### src/hw/rtl/spd_pkg.sv
// ----------------------------------------------------------------------------
// Sensor packet deframer package
// Shared codes and constants for the deframer and its channel interfaces.
// ----------------------------------------------------------------------------
package spd_pkg;

  // Two-byte start code that opens every packet.
  localparam logic [7:0] START_HIGH = 8'hEF;
  localparam logic [7:0] START_LOW  = 8'h01;

  // Type byte values on the link.
  localparam logic [7:0] TYPE_COMMAND = 8'h01;
  localparam logic [7:0] TYPE_DATA    = 8'h02;
  localparam logic [7:0] TYPE_ACK     = 8'h07;
  localparam logic [7:0] TYPE_END     = 8'h08;

  // Packet kind codes reported on results.
  localparam logic [1:0] PK_COMMAND = 2'd0;
  localparam logic [1:0] PK_DATA    = 2'd1;
  localparam logic [1:0] PK_ACK     = 2'd2;
  localparam logic [1:0] PK_END     = 2'd3;

  // Result kind codes.
  localparam logic [1:0] KIND_PAYLOAD  = 2'd0;
  localparam logic [1:0] KIND_ACCEPTED = 2'd1;
  localparam logic [1:0] KIND_REJECTED = 2'd2;

  // Error codes.
  localparam logic [1:0] ERR_NONE      = 2'd0;
  localparam logic [1:0] ERR_BAD_TYPE  = 2'd1;
  localparam logic [1:0] ERR_SHORT_LEN = 2'd2;
  localparam logic [1:0] ERR_CHECKSUM  = 2'd3;

  // One result word as held in the output register.
  typedef struct packed {
    logic [1:0] kind;
    logic [7:0] payload_byte;
    logic [1:0] packet_kind;
    logic [1:0] error_code;
    logic       last;
  } result_t;

endpackage

### src/hw/rtl/spd_if.sv
// ----------------------------------------------------------------------------
// Sensor packet deframer channel interfaces
// Valid/ready channels for received bytes and for deframer results.
// ----------------------------------------------------------------------------
interface spd_in_if;
  logic       valid;
  logic       ready;
  logic [7:0] rx_byte;

  modport source (output valid, output rx_byte, input ready);
  modport sink   (input valid, input rx_byte, output ready);
endinterface

interface spd_out_if;
  logic       valid;
  logic       ready;
  logic [1:0] kind;
  logic [7:0] payload_byte;
  logic [1:0] packet_kind;
  logic [1:0] error_code;
  logic       last;

  modport source (output valid, output kind, output payload_byte, output packet_kind,
                  output error_code, output last, input ready);
  modport sink   (input valid, input kind, input payload_byte, input packet_kind,
                  input error_code, input last, output ready);
endinterface

### src/hw/rtl/sensor_packet_deframer_unit.sv
// ----------------------------------------------------------------------------
// Sensor packet deframer
// Receive-side deframer: start code hunt, address skip, type and length check,
// payload forwarding and trailing 16-bit checksum verification.
// ----------------------------------------------------------------------------
// Usage: received serial bytes enter on in_ch, one byte per word. Each byte is
// decoded in the cycle it is accepted, and any result it causes is loaded into
// the output register, so it appears on out_ch in the cycle after acceptance.
// Payload bytes come out as kind payload with last low; every packet that gets
// past the start code and address bytes ends with one status word (accepted,
// or rejected with an error code) carrying last high. Payload words have
// already left when the checksum is checked, so a receiver must drop them
// when the status word reports a rejection.
// Throughput is one byte per cycle, set by the single decode stage between
// the input handshake and the output register. A byte is taken while a result
// waits in the output register only if that result is taken in the same cycle;
// when the receiver stalls with a result pending, in_ch.ready drops and the
// pending word holds until taken.
// Reset (synchronous, rst_n low) returns the decoder to hunting for the start
// code and empties the output register.
// ----------------------------------------------------------------------------
module sensor_packet_deframer_unit (
  input  logic             clk,
  input  logic             rst_n,
  spd_in_if.sink           in_ch,
  spd_out_if.source        out_ch
);

  // Decoder phases. Only these nine codes are ever loaded.
  typedef enum logic [3:0] {
    PH_HUNT    = 4'd0,
    PH_START2  = 4'd1,
    PH_ADDR    = 4'd2,
    PH_TYPE    = 4'd3,
    PH_LENH    = 4'd4,
    PH_LENL    = 4'd5,
    PH_PAYLOAD = 4'd6,
    PH_SUMH    = 4'd7,
    PH_SUML    = 4'd8
  } phase_t;

  phase_t          phase_r, phase_nxt;
  logic [1:0]      kind_held_r, kind_held_nxt;
  logic [15:0]     bytes_left_r, bytes_left_nxt;
  logic [15:0]     running_sum_r, running_sum_nxt;
  logic [7:0]      check_high_r, check_high_nxt;
  logic [1:0]      addr_count_r, addr_count_nxt;

  logic            out_valid_r;
  spd_pkg::result_t out_word_r;

  logic            in_ready;
  logic            in_fire;
  logic            res_valid;
  spd_pkg::result_t res_word;

  logic [7:0]      b;
  logic [15:0]     sum_plus_b;
  logic [15:0]     len;
  logic [15:0]     len_minus_two;
  logic [15:0]     left_minus_one;

  // The input side moves whenever the output register is empty or is being
  // emptied in this cycle.
  assign in_ready     = !out_valid_r || out_ch.ready;
  assign in_ch.ready  = in_ready;
  assign in_fire      = in_ch.valid && in_ready;

  assign b              = in_ch.rx_byte;
  assign sum_plus_b     = running_sum_r + {8'h00, b};
  assign len            = {bytes_left_r[15:8], b};
  assign len_minus_two  = len - 16'd2;
  assign left_minus_one = bytes_left_r - 16'd1;

  always_comb begin
    phase_nxt       = phase_r;
    kind_held_nxt   = kind_held_r;
    bytes_left_nxt  = bytes_left_r;
    running_sum_nxt = running_sum_r;
    check_high_nxt  = check_high_r;
    addr_count_nxt  = addr_count_r;
    res_valid       = 1'b0;
    res_word        = '0;

    case (phase_r)
      PH_START2: begin
        if (b == spd_pkg::START_LOW) begin
          addr_count_nxt = 2'd0;
          phase_nxt      = PH_ADDR;
        end else if (b == spd_pkg::START_HIGH) begin
          phase_nxt = PH_START2;
        end else begin
          phase_nxt = PH_HUNT;
        end
      end
      PH_ADDR: begin
        // Four address bytes are skipped without any check.
        if (addr_count_r == 2'd3) begin
          addr_count_nxt = 2'd0;
          phase_nxt      = PH_TYPE;
        end else begin
          addr_count_nxt = addr_count_r + 2'd1;
        end
      end
      PH_TYPE: begin
        running_sum_nxt = {8'h00, b};
        phase_nxt       = PH_LENH;
        case (b)
          spd_pkg::TYPE_COMMAND: kind_held_nxt = spd_pkg::PK_COMMAND;
          spd_pkg::TYPE_DATA:    kind_held_nxt = spd_pkg::PK_DATA;
          spd_pkg::TYPE_ACK:     kind_held_nxt = spd_pkg::PK_ACK;
          spd_pkg::TYPE_END:     kind_held_nxt = spd_pkg::PK_END;
          default: begin
            // Unknown type: reject at once and leave the other state alone.
            running_sum_nxt      = running_sum_r;
            phase_nxt            = PH_HUNT;
            res_valid            = 1'b1;
            res_word.kind        = spd_pkg::KIND_REJECTED;
            res_word.error_code  = spd_pkg::ERR_BAD_TYPE;
            res_word.last        = 1'b1;
          end
        endcase
      end
      PH_LENH: begin
        bytes_left_nxt  = {b, 8'h00};
        running_sum_nxt = sum_plus_b;
        phase_nxt       = PH_LENL;
      end
      PH_LENL: begin
        running_sum_nxt = sum_plus_b;
        if (len[15:1] == 15'd0) begin
          // A length below two cannot even cover the checksum.
          bytes_left_nxt       = 16'd0;
          phase_nxt            = PH_HUNT;
          res_valid            = 1'b1;
          res_word.kind        = spd_pkg::KIND_REJECTED;
          res_word.packet_kind = kind_held_r;
          res_word.error_code  = spd_pkg::ERR_SHORT_LEN;
          res_word.last        = 1'b1;
        end else begin
          bytes_left_nxt = len_minus_two;
          phase_nxt      = (len_minus_two == 16'd0) ? PH_SUMH : PH_PAYLOAD;
        end
      end
      PH_PAYLOAD: begin
        running_sum_nxt       = sum_plus_b;
        bytes_left_nxt        = left_minus_one;
        if (left_minus_one == 16'd0) begin
          phase_nxt = PH_SUMH;
        end
        res_valid             = 1'b1;
        res_word.kind         = spd_pkg::KIND_PAYLOAD;
        res_word.payload_byte = b;
        res_word.packet_kind  = kind_held_r;
      end
      PH_SUMH: begin
        check_high_nxt = b;
        phase_nxt      = PH_SUML;
      end
      PH_SUML: begin
        phase_nxt            = PH_HUNT;
        res_valid            = 1'b1;
        res_word.packet_kind = kind_held_r;
        res_word.last        = 1'b1;
        if ({check_high_r, b} == running_sum_r) begin
          res_word.kind = spd_pkg::KIND_ACCEPTED;
        end else begin
          res_word.kind       = spd_pkg::KIND_REJECTED;
          res_word.error_code = spd_pkg::ERR_CHECKSUM;
        end
      end
      default: begin
        // Hunting: a first start byte moves on, anything else is dropped.
        phase_nxt = (b == spd_pkg::START_HIGH) ? PH_START2 : PH_HUNT;
      end
    endcase
  end

  always_ff @(posedge clk) begin
    if (!rst_n) begin
      phase_r       <= PH_HUNT;
      kind_held_r   <= 2'd0;
      bytes_left_r  <= 16'd0;
      running_sum_r <= 16'd0;
      check_high_r  <= 8'd0;
      addr_count_r  <= 2'd0;
      out_valid_r   <= 1'b0;
    end else begin
      if (in_fire) begin
        phase_r       <= phase_nxt;
        kind_held_r   <= kind_held_nxt;
        bytes_left_r  <= bytes_left_nxt;
        running_sum_r <= running_sum_nxt;
        check_high_r  <= check_high_nxt;
        addr_count_r  <= addr_count_nxt;
      end
      if (in_fire && res_valid) begin
        out_valid_r <= 1'b1;
      end else if (out_ch.ready) begin
        out_valid_r <= 1'b0;
      end
    end
  end

  // The result word itself carries no reset; it is qualified by out_valid_r.
  always_ff @(posedge clk) begin
    if (in_fire && res_valid) begin
      out_word_r <= res_word;
    end
  end

  assign out_ch.valid        = out_valid_r;
  assign out_ch.kind         = out_word_r.kind;
  assign out_ch.payload_byte = out_word_r.payload_byte;
  assign out_ch.packet_kind  = out_word_r.packet_kind;
  assign out_ch.error_code   = out_word_r.error_code;
  assign out_ch.last         = out_word_r.last;

  // The input side only stalls behind a pending result.
  a_stall_needs_result: assert property (@(posedge clk) disable iff (!rst_n)
    !in_ready |-> out_valid_r)
    else $error("input stalled with an empty output register");

  // Every accepted payload byte produces a result word.
  a_payload_emits: assert property (@(posedge clk) disable iff (!rst_n)
    (in_fire && phase_r == PH_PAYLOAD) |=> out_valid_r)
    else $error("payload byte accepted without a result");

  // The checksum low byte always closes the packet.
  a_suml_closes: assert property (@(posedge clk) disable iff (!rst_n)
    (in_fire && phase_r == PH_SUML) |=> (phase_r == PH_HUNT && out_valid_r && out_ch.last))
    else $error("checksum byte did not close the packet");

  // Payload words never carry status information.
  a_payload_clean: assert property (@(posedge clk) disable iff (!rst_n)
    (out_valid_r && out_word_r.kind == spd_pkg::KIND_PAYLOAD) |->
      (!out_word_r.last && out_word_r.error_code == spd_pkg::ERR_NONE))
    else $error("payload word carries status bits");

  // The address counter is idle outside the address phase.
  a_addr_idle: assert property (@(posedge clk) disable iff (!rst_n)
    (phase_r != PH_ADDR) |-> (addr_count_r == 2'd0))
    else $error("address counter running outside the address phase");

endmodule
### src/flat_wrapper.sv
// flat-port wrapper written by rule: the top's interface ports become plain ports
module sensor_packet_deframer_unit_flat 
  (clk, rst_n, in_ch_valid, in_ch_rx_byte, in_ch_ready, out_ch_valid, out_ch_kind, out_ch_payload_byte, out_ch_packet_kind, out_ch_error_code, out_ch_last, out_ch_ready);
  spd_in_if in_ch_i ();
  spd_out_if out_ch_i ();
  input  logic clk;
  input  logic rst_n;
  input wire logic [$bits(in_ch_i.valid)-1:0] in_ch_valid;
  input wire logic [$bits(in_ch_i.rx_byte)-1:0] in_ch_rx_byte;
  output wire logic [$bits(in_ch_i.ready)-1:0] in_ch_ready;
  output wire logic [$bits(out_ch_i.valid)-1:0] out_ch_valid;
  output wire logic [$bits(out_ch_i.kind)-1:0] out_ch_kind;
  output wire logic [$bits(out_ch_i.payload_byte)-1:0] out_ch_payload_byte;
  output wire logic [$bits(out_ch_i.packet_kind)-1:0] out_ch_packet_kind;
  output wire logic [$bits(out_ch_i.error_code)-1:0] out_ch_error_code;
  output wire logic [$bits(out_ch_i.last)-1:0] out_ch_last;
  input wire logic [$bits(out_ch_i.ready)-1:0] out_ch_ready;
  assign in_ch_i.valid = in_ch_valid;
  assign in_ch_i.rx_byte = in_ch_rx_byte;
  assign in_ch_ready = in_ch_i.ready;
  assign out_ch_valid = out_ch_i.valid;
  assign out_ch_kind = out_ch_i.kind;
  assign out_ch_payload_byte = out_ch_i.payload_byte;
  assign out_ch_packet_kind = out_ch_i.packet_kind;
  assign out_ch_error_code = out_ch_i.error_code;
  assign out_ch_last = out_ch_i.last;
  assign out_ch_i.ready = out_ch_ready;
  sensor_packet_deframer_unit u_core (.clk(clk), .rst_n(rst_n), .in_ch(in_ch_i), .out_ch(out_ch_i));
endmodule
### config.mk
export PLATFORM = sky130hd
export DESIGN_NAME = sensor_packet_deframer_unit_flat
export DESIGN_NICKNAME = d
export VERILOG_FILES = /design/src/hw/rtl/spd_pkg.sv /design/src/hw/rtl/spd_if.sv /design/src/hw/rtl/sensor_packet_deframer_unit.sv /design/src/flat_wrapper.sv
export SDC_FILE = /design/constraint.sdc
export NUM_CORES = 1
export LEC_CHECK = 0
export BUFFER_PORTS_ARGS = -buffer_cell sky130_fd_sc_hd__buf_2
export CORE_AREA = 2 2 89 126
export DETAILED_ROUTE_END_ITERATION = 10
export DIE_AREA = 0 0 91 128
export PLACE_DENSITY = 0.53
export SYNTH_ARGS = -nofsm -noshare
export SYNTH_HDL_FRONTEND = slang
export SYNTH_SLANG_ARGS = --single-unit
export TNS_END_PERCENT = 1
### constraint.sdc
create_clock -name clk -period 3.8 [get_ports clk]
set_input_delay 0.76 -clock clk [delete_from_list [all_inputs] [get_ports clk]]
set_output_delay 0.76 -clock clk [all_outputs]
set_load 0.05 [all_outputs]
==> out/results.txt, run 1 <==
Net Switching = 0.408 mW
synth unique cells = 72
Critical Path Source Type = input pin
final worst slack = 0.916 ns
H-tree levels = 3
Root Buffer = clkbuf_16
Synth Instances = 507
synth top area cells = dfxtp_1, edfxtp_1, nor2_1, a21oi_1, ha_1
# DRC = 0
Crit path top cell by count = nor4b_1
Antenna Nets Post-Route = 0
Buf/Inv on CP = 2
Starting Density = 38.9%
Final Hold Viols = 0
HP Start = u_core.running_sum_r[5]
Die Y = 128 um
layout cells sized above 1 = 13.0%
hold_ws = 0.474 ns
Global Route Usage Sum = 22.5%
Worst Setup SP = in_ch_rx_byte[1]
remaining global-route overflow = 0
per-cell routed wire length = 19.1 um
Least-Margin Pin Slew = 0.973 ns
status = completed
post_cts resized = 0
flops & latches, synth = 64
multi-input logic area = 0.00251 mm2
clock buffer depth = 2
Peak supply drop = 0.189 mV
setup repair bufs after CTS = 0
leakage power = 1.78 nW
TritonCTS buffer count = 9
clk sink count = 64
Tmin final = 2.88 ns
Ports = 29
hpwl dp = 9460 um
CP required = 4.07 ns
crit path capture type = flip-flop
Max Cap Viol = 0
top-area cell type share of the netlist area = 23.8%
Port Buffers = 28
most common cell in the netlist = nor2_1
Hold Path Class = reg2reg
clock share of power = 49.8%
synthesized area = 0.00412 mm2
final-layout fill cell count = 1,106
Pre-Repair DR Iteration Count = 5
Skew-Pair Late Insertion Delay = 0.33 ns
Worst Clk Skew = 0.00350 ns
mean post-synth cell area = 8.13 um2
Post-Layout Inst Area = 0.00468 mm2
post-route clock period utilization = 75.9%
area delta synth->final = 13.5%
EDFF count, synth = 15
Comb power frac = 7.5%
CP cell instances = buf_2, inv_1, ha_1, nor4b_1, nand4_1, nand2_1, or4_1, nor4b_1, o311a_1
final setup TNS = 0 ns
initial antenna violation count = 0
Net count, final = 551
first-pass GRT wire length = 20,600 um
Final Max Tran Viols = 0
Crit Path Category = in2reg
Place WS = 0.603 ns
RSZ-0062 raised after global routing = no
Iter 0 DRT Violations = 284
Post-synth ARST share = 0%
chip width = 91 um
Ys Warns = 0
vias in the first global route = 3,880
GPL Wtd Cong = 0.903
leading area contributor after synthesis = dfxtp_1
Synth Net Count = 533
max incr delay on CP = 0.62 ns
FMAX = 347 MHz
Worst Path Arrival = 3.16 ns
Synth Flop Type = dfxtp_1
vias post-DR = 3,984
core box area = 0.0106 mm2
Register Area = 0.00143 mm2
CTS tree = built
CP max FO = 11
Power Dens Cells = 352 mW/mm2
Seq pwr share = 42.7%
die footprint = 0.0116 mm2
Worst path slowest cell = or4_1
origin of the critical flop-to-flop path = u_core.phase_r[0]
DRT Wirelength = 12,800 um
largest net degree at the start of global routing = 28
FP Rows = 45
Slew headroom = 35.1%
Antenna Cells = 0
crit-path leading delay family = simple AND/OR/NAND/NOR gates
Int Pwr = 1.24 mW
final setup fails = 0
clock-pin transition on the worst setup and hold timing paths = 0.05 ns
Synth top cells by count = nor2_1, dfxtp_1, nand2_1
Placed Instance Area = 0.00439 mm2
switch share = 24.8%
sequential element share of the synthesized area = 34.7%
vias per inst = 5.94
hold_buf cts = 0
## layout by cell type, fill, tap and decap left out, types with 9 or more instances in the layout
master	instances
inv_1	12
o21ai_0	31
a21oi_1	35
buf_2	28
nand3_1	19
nor2_1	59
buf_4	11
nand2_1	43
ha_1	13
edfxtp_1	15
nor3_1	19
nand4_1	12
xnor2_1	16
clkbuf_16	9
nor2b_1	11
xor2_1	10
dfxtp_1	49
## kinds of logic after synthesis
logic type               Yosys count  synth area share (%)
buffers and inverters             45                  4.37
AO/OA/AOI/OAI                    135                  21.9
multiplexers                       5                  1.21
flip-flops                        64                  34.7
XOR/XNOR                          26                  5.53
AND/OR/NAND/NOR                  218                  27.8
adder cells (fa/ha/maj)           14                  4.43
## stage by stage
step | total power [mW] | cells | util, %
6_report | 1.65 | 671 | 44.2
5_1_grt | 1.70 | 671 | 44.2
4_1_cts | 1.66 | 671 | 44.2
3_5_place_dp | 0.841 | 655 | 41.5
3_3_place_gp | 0.841 | 655 | 41.5
2_1_floorplan | 0.799 | 507 | -
## routing by layer
layer,GRT usage (%),routed length [um],vias to the layer above
met4,10.8,482,0
met2,42.6,7000,105
met5,0,0,-
li1,-,-,1913
met1,24.4,4970,1938
met3,3.29,366,28
## power by group through the flow
| stage | sequential, mW | combinational [mW] | clock, mW |
|---|---|---|---|
| after floorplan | 0.719 | 0.0796 | 0 |
| after global placement | 0.718 | 0.123 | 0 |
| after detailed placement | 0.718 | 0.123 | 0 |
| after CTS | 0.703 | 0.123 | 0.829 |
| after global routing | 0.704 | 0.135 | 0.864 |
| final | 0.704 | 0.124 | 0.821 |
## worst paths after layout
path                            slack (ns)  cells past startpoint                      end
worst max register to register        1.17                      6        u_core.phase_r[0]
worst min-delay path                  0.47                      2  u_core.running_sum_r[5]
worst max-delay path                  0.92                      9        u_core.phase_r[0]
worst min register to register        0.47                      2  u_core.running_sum_r[5]
## tightest hold or removal path, cell delays in order, from the launching register on
cell	delay (ns)
dfxtp_1	0.32
nand2_1	0.06
a21oi_1	0.05
## layout make-up
type / count / area share, %
Multi-Input combinational cell: 398 / 53.6
Sequential cell: 64 / 30.6
Clock buffer: 10 / 4.89
Timing Repair Buffer: 39 / 4.76
Tap cell: 141 / 3.77
Clock inverter: 6 / 1.31
Inverter: 13 / 1.04
## registers in the layout, indices dropped and copies added, names as in the netlist
register and flops:
u_core.addr_count_r 2, u_core.bytes_left_r 16, u_core.check_high_r 8, u_core.kind_held_r 2, u_core.out_ch.error_code 2, u_core.out_ch.kind 2, u_core.out_ch.last 1, u_core.out_ch.packet_kind 2
u_core.out_ch.payload_byte 8, u_core.out_ch.valid 1, u_core.phase_r 4, u_core.running_sum_r 16
(Power assumes the default switching activity.)
==> inputs of run 2 (changes only) <==
--- a/config.mk
+++ b/config.mk
@@ -9,7 +9,7 @@
 export CORE_AREA = 2 2 89 126
 export DETAILED_ROUTE_END_ITERATION = 10
 export DIE_AREA = 0 0 91 128
-export PLACE_DENSITY = 0.53
+export PLACE_DENSITY = 0.55
 export SYNTH_ARGS = -nofsm -noshare
 export SYNTH_HDL_FRONTEND = slang
 export SYNTH_SLANG_ARGS = --single-unit
==> constraint.sdc (replaced) <==
create_clock -name clk -period 2.5 [get_ports clk]
set_input_delay 0.5 -clock clk [delete_from_list [all_inputs] [get_ports clk]]
set_output_delay 0.5 -clock clk [all_outputs]
set_load 0.05 [all_outputs]
==> run 2 against run 1 <==
Die area is the same. Critical path type is now reg2reg. Global-route usage grew 0.59 points. Core utilization grew 5.3 points. Wire length grew 1.8%.
==> out/results.txt, run 2 (synthesized netlist as in run 1, its figures left out) <==
status = completed
Final Hold Viols = 0
Tmin final = 2.43 ns
Root Buffer = clkbuf_16
Hold Crit Depth = 2
Critical Path End = u_core.out_ch.kind[1]
Die Y = 128 um
Critical Path Source Type = flip-flop
Power Dens Cells = 509 mW/mm2
Starting Density = 38.9%
Inst Count DP = 719
Worst R2R End = u_core.out_ch.kind[1]
Hold Path Class = reg2reg
Slew headroom = 52.1%
Net count, final = 616
FF-to-FF setup slack = 0.07 ns
CP max FO = 3
max incr delay on CP = 0.54 ns
biggest regs = u_core.bytes_left_r: 16 flops, u_core.running_sum_r: 16 flops
vias post-DR = 4,258
Pre-Repair DR Iteration Count = 5
total power = 2.67 mW
GPL Wtd Cong = 0.868
Final Max Tran Viols = 0
vias in the first global route = 4,233
Worst path slowest cell = or4_1
origin of the critical flop-to-flop path = u_core.running_sum_r[1]
final setup fails = 0
H-tree levels = 3
initial antenna violation count = 0
post-route clock period utilization = 97.0%
Peak supply drop = 0.354 mV
reg2reg path depth = 7
Iter 0 DRT Violations = 346
remaining global-route overflow = 0
Max Cap Viol = 0
Final Non-Filler Cells = 736
Placed Instance Area = 0.00489 mm2
first-pass GRT wire length = 21,100 um
Worst Setup SP = u_core.running_sum_r[1]
TritonCTS buffer count = 9
Crit Path Category = reg2reg
layout cells sized above 1 = 23.5%
area delta synth->final = 27.3%
Post-Layout Inst Area = 0.00524 mm2
CTS tree = built
clock buffer depth = 2
CP cell instances = ha_1, nor4_2, buf_4, nand4_1, or4_1, nand3_1, nand3_1
clk sink count = 64
final setup TNS = 0 ns
RSZ-0062 raised after global routing = no
commonest non-fill, non-tap cell in the layout = buf_4
CP required = 2.57 ns
die footprint = 0.0116 mm2
Skew-Pair Late Insertion Delay = 0.34 ns
Port Buffers = 28
Least-Margin Pin Slew = 0.716 ns
# DRC = 0
Antenna Nets Post-Route = 0
core box area = 0.0106 mm2
per-cell routed wire length = 17.7 um
leakage power = 2.10 nW
Crit path top cell by count = nand3_1
crit path capture type = flip-flop
Ports = 29
vias per inst = 5.79
most frequent cells in the layout = buf_4, nor2_1, dfxtp_1, nand2_1, a21oi_1
largest net degree at the start of global routing = 19
hpwl dp = 9490 um
Worst Path Arrival = 2.50 ns
FMAX = 412 MHz
final-layout fill cell count = 1,073
clock-pin transition on the worst setup and hold timing paths = 0.06 ns
Antenna Cells = 0
FP Rows = 45
chip width = 91 um
Worst Clk Skew = 0.00689 ns
DRT Wirelength = 13,000 um
Global Route Usage Sum = 23.1%
[run 2: cell count changes in the layout (fill, tap and decap cells not counted), sizes merged]
| cell | before | now |
|---|---|---|
| buf | 39 | 104 |
| bufinv | 1 | 2 |
| clkinv | 4 | 2 |
| clkinvlp | 1 | 2 |
[run 2: critical path: cells and delay by family (launching register included)]
kind / cells / cell delay (ns)
buffers and inverters: 1 / 0.19
adders and majority gates: 1 / 0.31
and+or+nand+nor: 5 / 1.32
DFF: 1 / 0.34
[run 2: cell type report]
cell class | count | area [um2] | share of cell area, %
clock inverter | 6 | 85.1 | 1.62
multi-input combinational | 398 | 2550 | 48.6
clock buffer | 10 | 229 | 4.37
tap | 141 | 176 | 3.36
sequential | 64 | 1430 | 27.3
timing repair buffer | 104 | 723 | 13.8
inverter | 13 | 48.8 | 0.931
[run 2: worst min path at each step]
stage	slack (ns)	startpoint	endpoint
floorplan	0.44	u_core.running_sum_r[5]	u_core.running_sum_r[5]
global placement	0.44	u_core.running_sum_r[5]	u_core.running_sum_r[5]
detailed placement	0.46	u_core.running_sum_r[5]	u_core.running_sum_r[5]
CTS	0.47	u_core.running_sum_r[5]	u_core.running_sum_r[5]
global route	0.51	u_core.running_sum_r[5]	u_core.running_sum_r[5]
finish	0.47	u_core.running_sum_r[5]	u_core.running_sum_r[5]
[run 2: per-stage QoR]
stage / hold WS (ns) / setup slack, ns / util [%]
floorplan: 0.436 / 0.00163 / -
global placement: 0.445 / -0.304 / 46.2
detailed placement: 0.459 / -0.279 / 46.2
CTS: 0.469 / 0.0257 / 49.2
global route: 0.506 / 0.0153 / 49.5
finish: 0.468 / 0.0745 / 49.5
[run 2: repair_timing]
| action | 4_1_cts | 5_1_grt |
|---|---|---|
| hold endpoints to repair | 0 | 0 |
| hold buffers | 0 | 0 |
| setup buffers | 0 | 1 |
| pin swaps | 0 | 1 |
| resized for setup | 1 | 7 |
| gates cloned | 0 | 0 |
| setup endpoints to repair | 1 | 7 |
[run 2: power by group]
group          switching (mW)  internal (mW)
clock                   0.490          0.869
sequential            0.00381           1.06
combinational           0.150         0.0950
[run 2: metal layers]
layer | routed length (um) | track usage, %
met1 | 5110 | 24.9
met2 | 6730 | 42.0
met3 | 623 | 3.88
met5 | 0 | 0
met4 | 583 | 14.1
